==> config.mk <==
export PLATFORM = sky130hd
export DESIGN_NAME = sine_taylor_partial_sum_core
export DESIGN_NICKNAME = d
export VERILOG_FILES = /design/src/hw/rtl/stps_pkg.sv /design/src/hw/rtl/stps_round_mul.sv /design/src/hw/rtl/sine_taylor_partial_sum_core.sv
export SDC_FILE = /design/constraint.sdc
export NUM_CORES = 2
export LEC_CHECK = 0
export BUFFER_PORTS_ARGS = -buffer_cell sky130_fd_sc_hd__buf_4
export CAP_MARGIN = 40
export CORE_UTILIZATION = 55
export CTS_CLUSTER_DIAMETER = 120
export CTS_CLUSTER_SIZE = 8
export DETAILED_ROUTE_END_ITERATION = 12
export PLACE_DENSITY = 0.71
export SLEW_MARGIN = 20
export SYNTH_ARGS = -nofsm -noshare
export SYNTH_HDL_FRONTEND = slang
export SYNTH_SLANG_ARGS = --single-unit
==> constraint.sdc <==
create_clock -name clk -period 19.8 [get_ports clk]
set_clock_uncertainty 0.2 [all_clocks]
set_input_delay 3.96 -clock clk [delete_from_list [all_inputs] [get_ports clk]]
set_output_delay 3.96 -clock clk [all_outputs]
set_load 0.03 [all_outputs]
==> src/hw/rtl/stps_pkg.sv <==
// stps_pkg: shared types and constants of the sine taylor partial sum core
// used by stps_round_mul and sine_taylor_partial_sum_core; no dependencies
package stps_pkg;

    localparam int TERM_COUNT_BITS = 4;
    localparam logic [TERM_COUNT_BITS-1:0] TERM_COUNT_RESET = 4'd10;
    localparam int RECIP_BITS = 32;

    typedef enum logic [2:0] {
        ST_IDLE,
        ST_SQUARE,
        ST_TERM,
        ST_RECIP,
        ST_DONE
    } stps_state_t;

    typedef enum logic [1:0] {
        MUL_SQUARE,
        MUL_TERM,
        MUL_RECIP
    } mul_op_t;

endpackage

==> src/hw/rtl/stps_round_mul.sv <==
// stps_round_mul: shared multiplier with round-half-up and right shift
// depends on stps_pkg for the operation codes and reciprocal width
module stps_round_mul
    import stps_pkg::*;
#(
    parameter int A_W       = 20,
    parameter int B_W       = 32,
    parameter int FRAC_BITS = 16
)
(
    input  mul_op_t        op,
    input  logic [A_W-1:0] a,
    input  logic [B_W-1:0] b,
    output logic [A_W-1:0] result
);

    localparam int P_W = A_W + B_W;
    localparam logic [P_W:0] HALF_F = (P_W+1)'(1) << (FRAC_BITS - 1);
    localparam logic [P_W:0] HALF_R = (P_W+1)'(1) << (RECIP_BITS - 1);

    logic [P_W:0] prod;
    logic [P_W:0] shifted;

    assign prod = (P_W+1)'(a) * (P_W+1)'(b);

    always_comb
    begin
        case (op) inside
            MUL_SQUARE, MUL_TERM:
            begin
                shifted = (prod + HALF_F) >> FRAC_BITS;
            end
            MUL_RECIP:
            begin
                shifted = (prod + HALF_R) >> RECIP_BITS;
            end
            default:
            begin
                shifted = '0;
            end
        endcase
    end

    assign result = shifted[A_W-1:0];

endmodule

==> src/hw/rtl/sine_taylor_partial_sum_core.sv <==
// sine_taylor_partial_sum_core: top level, sequencer, term registers and accumulator
// depends on stps_pkg and stps_round_mul
//
// Takes one angle (signed, FRAC_BITS fraction bits) per request when start is high and
// busy is low, and returns the saturated partial Taylor sum of sin over n+1 terms on
// series_sum with a one-cycle done strobe, where n = min(term_count, MAX_TERMS-1). A new
// request is taken only once busy is low again, after done: one shared multiplier forms
// the square of the angle once and then two rounded products per term. The receiver
// cannot stall: series_sum holds the result from the cycle done is high until the next
// request is taken. term_count is written through cfg_valid/cfg_ready, which is
// always ready; write it only while busy is low.
module sine_taylor_partial_sum_core
    import stps_pkg::*;
#(
    parameter int MAX_TERMS = 16,
    parameter int FRAC_BITS = 16
)
(
    input  logic                       clk,
    input  logic                       rst_n,
    input  logic                       start,
    input  logic signed [FRAC_BITS+1:0] angle,
    output logic                       busy,
    output logic                       done,
    output logic signed [FRAC_BITS+1:0] series_sum,
    input  logic                       cfg_valid,
    output logic                       cfg_ready,
    input  logic [TERM_COUNT_BITS-1:0] term_count
);

    localparam int VAL_W    = FRAC_BITS + 2;
    localparam int A_W      = FRAC_BITS + 4;
    localparam int B_W      = (FRAC_BITS + 3 > RECIP_BITS) ? FRAC_BITS + 3 : RECIP_BITS;
    localparam int KW       = (MAX_TERMS > 1) ? $clog2(MAX_TERMS) : 1;
    localparam int SUM_W    = VAL_W + $clog2(MAX_TERMS) + 1;
    localparam int LAST_MAX = MAX_TERMS - 1;
    localparam logic signed [SUM_W-1:0] SAT_TOP = signed'((SUM_W'(1) << (VAL_W - 1)) - SUM_W'(1));
    localparam logic signed [SUM_W-1:0] SAT_BOT = -signed'(SUM_W'(1) << (VAL_W - 1));

    stps_state_t state_reg;
    stps_state_t state_next;

    logic [TERM_COUNT_BITS-1:0] term_count_reg;
    logic [KW-1:0]              k_reg;
    logic [KW-1:0]              last_reg;
    logic                       neg_reg;
    logic [VAL_W-1:0]           t_reg;
    logic [VAL_W:0]             x2_reg;
    logic [A_W-1:0]             p_reg;
    logic signed [SUM_W-1:0]    sum_reg;

    logic [RECIP_BITS-1:0] recip_tab [2**KW];

    mul_op_t        mul_op;
    logic [A_W-1:0] mul_a;
    logic [B_W-1:0] mul_b;
    logic [A_W-1:0] mul_result;

    logic [VAL_W-1:0]        angle_mag;
    logic [KW-1:0]           last_sel;
    logic signed [SUM_W-1:0] term_ext;
    logic                    term_neg;

    // reciprocals of (2k+2)(2k+3), rounded to nearest
    for (genvar g = 0; g < 2**KW; g++)
    begin : g_recip
        localparam longint unsigned DEN = longint'((2*g + 2) * (2*g + 3));
        localparam logic [RECIP_BITS-1:0] RECIP =
            RECIP_BITS'(((64'd1 << RECIP_BITS) + DEN / 2) / DEN);
        assign recip_tab[g] = RECIP;
    end

    stps_round_mul #(
        .A_W       (A_W),
        .B_W       (B_W),
        .FRAC_BITS (FRAC_BITS)
    ) u_round_mul (
        .op     (mul_op),
        .a      (mul_a),
        .b      (mul_b),
        .result (mul_result)
    );

    assign angle_mag = angle[VAL_W-1] ? VAL_W'(-angle) : VAL_W'(angle);
    assign last_sel  = (int'(term_count_reg) > LAST_MAX) ? KW'(LAST_MAX) : KW'(term_count_reg);
    assign term_ext  = signed'(SUM_W'(t_reg));
    assign term_neg  = neg_reg ^ k_reg[0];

    // operand selection for the shared multiplier
    always_comb
    begin
        unique case (state_reg)
            ST_TERM:
            begin
                mul_op = MUL_TERM;
                mul_a  = A_W'(t_reg);
                mul_b  = B_W'(x2_reg);
            end
            ST_RECIP:
            begin
                mul_op = MUL_RECIP;
                mul_a  = p_reg;
                mul_b  = B_W'(recip_tab[k_reg]);
            end
            default:
            begin
                mul_op = MUL_SQUARE;
                mul_a  = A_W'(t_reg);
                mul_b  = B_W'(t_reg);
            end
        endcase
    end

    // next state
    always_comb
    begin
        state_next = state_reg;
        unique case (state_reg)
            ST_IDLE:
            begin
                if (start)
                begin
                    state_next = ST_SQUARE;
                end
            end
            ST_SQUARE:
            begin
                state_next = ST_TERM;
            end
            ST_TERM:
            begin
                state_next = (k_reg == last_reg) ? ST_DONE : ST_RECIP;
            end
            ST_RECIP:
            begin
                state_next = ST_TERM;
            end
            ST_DONE:
            begin
                state_next = ST_IDLE;
            end
            default:
            begin
                state_next = ST_IDLE;
            end
        endcase
    end

    // outputs
    always_comb
    begin
        busy      = (state_reg != ST_IDLE);
        done      = (state_reg == ST_DONE);
        cfg_ready = 1'b1;
        if (sum_reg > SAT_TOP)
        begin
            series_sum = SAT_TOP[VAL_W-1:0];
        end
        else if (sum_reg < SAT_BOT)
        begin
            series_sum = SAT_BOT[VAL_W-1:0];
        end
        else
        begin
            series_sum = sum_reg[VAL_W-1:0];
        end
    end

    always_ff @(posedge clk or negedge rst_n)
    begin
        if (!rst_n)
        begin
            state_reg      <= ST_IDLE;
            term_count_reg <= TERM_COUNT_RESET;
        end
        else
        begin
            state_reg <= state_next;
            if (cfg_valid && cfg_ready)
            begin
                term_count_reg <= term_count;
            end
        end
    end

    // datapath
    always_ff @(posedge clk)
    begin
        unique case (state_reg)
            ST_IDLE:
            begin
                if (start)
                begin
                    t_reg    <= angle_mag;
                    neg_reg  <= angle[VAL_W-1];
                    last_reg <= last_sel;
                    k_reg    <= '0;
                    sum_reg  <= '0;
                end
            end
            ST_SQUARE:
            begin
                x2_reg <= mul_result[VAL_W:0];
            end
            ST_TERM:
            begin
                sum_reg <= term_neg ? (sum_reg - term_ext) : (sum_reg + term_ext);
                p_reg   <= mul_result;
            end
            ST_RECIP:
            begin
                t_reg <= mul_result[VAL_W-1:0];
                k_reg <= k_reg + KW'(1);
            end
            default:
            begin
            end
        endcase
    end

endmodule
==> impl_metrics.ini <==
[run_status]
outcome = completed

[clocking]
cts_repair_resize_count = 0
cts_max_path_buffers = 2
cts_root_buf = sky130_fd_sc_hd__clkbuf_16
cts-hold-fix-buffers = 0
cts_inserted_buffers = 9
post-cts-setup-buffers = 0
cts.htree.levels = 3
clock_sink_count = 96
cts.clk_slew.worst_paths_ns = 0.08
insertion_delay_ns = 0.36
clock_tree_from_tritoncts = done

[sta]
maxClockFrequency_ghz = 0.0835
worst_hold_slack_ns = 0.256
slew_headroom = 0.356
final_min_period_over_clock_period = 0.605
worstMarginPinSlew_ns = 0.956
timing.final.setup_violations = 0
tns_ns = 0
hold_viol_final = 0
rsz0062_at_grt = false
fin_crit_ns = 11.98
final_max_slew_viol_count = 0

[placement]
place.gp.congestion = 1.00
detailedPlacementHpwl_mm = 66.6
buffer_ports.inserted = 45

[floorplanning]
core_area_sq_um = 46900
die_span_y_microns = 221
initial_utilization = 0.562
die_area_sq_um = 48800
die_width_microns = 221
core.rowCount = 79
io_pins = 47

[layout]
final_nets = 3770
nFillCells = 4182
final-seq-area_sq_um = 2850
multiInputGateArea_sq_um = 21000
layout-drive-gt1-share = 0.0625
largest_register_ffs = 23
most-common-layout-cells = sky130_fd_sc_hd__inv_1 (544), sky130_fd_sc_hd__fa_1 (482), sky130_fd_sc_hd__nand2_1 (472)
mostFrequentLayoutCell = sky130_fd_sc_hd__inv_1
area.growth.synth_to_final_pct = 5.77

[min_path]
min_path_type = reg -> reg

[routing]
wire_per_inst_microns = 22.9
remaining_drc_errors = 0
drt_first_iter_violations = 2079
detail_route.vias_per_cell = 6.02
postRouteAntennaNets = 0
drt_first_pass_iters = 6
totalWireLength_mm = 84.0
num_vias = 22100

[yosys]
flip_flop_and_latch_count_after_synthesis = 96
synthesis.area_per_instance_sq_um = 8.55
number_of_enable_type_register_cells_in_the_synthesized_netlist = 89
synth_async_sr_flop_share = 0.0729
library_cells_used_by_synthesis = 91
synth.cell_area_sq_um = 26300
synthFlopType = sky130_fd_sc_hd__edfxtp_1
yosysWarnings = 0
synth_fp_nets = 3798
synth_sequential_area_ratio = 0.108
syn-instance-count = 3080

[worst_setup_path]
cp.required_ns = 19.68
critPathSlowestCell = sky130_fd_sc_hd__nor4_1
worst_setup_path_end_kind = flop
start_kind = flop
critPathMaxFanout = 16
timing.critical_path.slowest_cell_delay_ns = 0.75
timing.critical_path.arrival_ns = 11.86
cpMostUsedCell = sky130_fd_sc_hd__fa_1
crit_type = reg -> reg

[flow_run]
cap_violations = 0

[global_routing]
grt_start_max_net_pins = 59
first_pass_grt_wire_length_mm = 131
gr-usage-all-layers = 0.354
antenna_found_initial = 0
globalRouteOverflowTotal = 0
grt_pass1_vias = 23000
[cell usage after synthesis (all sizes together) (5+ instances only)]
master | number | share of area
a211oi | 24 | 0.0068
a21o | 42 | 0.012
a21oi | 101 | 0.019
a31oi | 13 | 0.0033
and2 | 20 | 0.0048
and3 | 25 | 0.0059
and4 | 5 | 0.0017
buf | 22 | 0.0037
clkbuf | 130 | 0.019
dfrtp | 5 | 0.0048
edfxtp | 89 | 0.10
fa | 482 | 0.37
ha | 210 | 0.10
inv | 545 | 0.078
mux2 | 10 | 0.0046
mux2i | 31 | 0.012
nand2 | 473 | 0.067
nand2b | 9 | 0.0021
nand3 | 25 | 0.0048
nand3b | 6 | 0.0017
nand4 | 17 | 0.0043
nor2 | 358 | 0.051
nor2b | 12 | 0.0029
nor3 | 50 | 0.0097
nor3b | 6 | 0.0017
nor4 | 11 | 0.0032
o211ai | 8 | 0.0025
o21a | 28 | 0.0080
o21ai | 88 | 0.017
o21bai | 12 | 0.0034
o31ai | 18 | 0.0057
or2 | 6 | 0.0014
or4 | 11 | 0.0033
xnor2 | 55 | 0.018
xor2 | 64 | 0.022
[cells by family after synthesis]
logic type      synth area share
flops                      0.108
buf+inv                    0.100
fa+ha+maj                  0.466
simple gates               0.172
mux                       0.0181
xor+xnor                  0.0404
other cells             0.000142
compound gates            0.0945
[metal layers]
metal / routed length [microns] / part of all wire / GRT usage
met5: 0 / 0 / 0
met4: 4310 / 0.051 / 0.162
met3: 8020 / 0.096 / 0.0629
met2: 38700 / 0.46 / 0.571
met1: 33000 / 0.39 / 0.468
[critical path, delay by kind of cell, from the launching register on]
family	cells	cell delay [ns]
simple gates	12	3.51
buf+inv	5	0.51
flops	1	0.73
fa+ha+maj	9	4.70
compound gates	8	2.04
[final timing paths]
kind	slack (ns)	start	depth (start not counted)	to
min in group asynchronous	3.20	rst_n	1	last_sel[0]
max in group asynchronous	15.99	rst_n	1	last_sel[1]
min	0.26	last_sel[2]	0	last_reg[2]
max reg2reg	7.82	k_reg[1]	34	x2_reg[15]
min reg2reg	0.26	last_sel[2]	0	last_reg[2]
max	7.82	k_reg[1]	34	x2_reg[15]
[per-stage QoR]
| step | cells | setup WS [ns] | cell area, sq um | util |
|---|---|---|---|---|
| finish | 3666 | 7.82 | 27900 | 0.595 |
| CTS | 3661 | 8.05 | 27800 | 0.594 |
| detailed placement | 3645 | 8.06 | 27500 | 0.588 |
| floorplan | 3080 | 9.94 | 26300 | - |
| global placement | 3628 | 8.24 | 27300 | 0.583 |
| global route | 3664 | 7.34 | 27900 | 0.595 |
[layout make-up]
| type | instances | area share |
|---|---|---|
| Clock inverter | 7 | 0.00256 |
| Sequential cell | 96 | 0.102 |
| Multi-Input combinational cell | 2286 | 0.752 |
| Timing Repair Buffer | 113 | 0.0335 |
| Antenna cell | 2 | 0.000180 |
| Inverter | 546 | 0.0736 |
| Clock buffer | 9 | 0.00808 |
| Tap cell | 607 | 0.0273 |
Power is not shown: default switching activity piles up to over one toggle a cycle in this logic, so the estimate is an artifact.
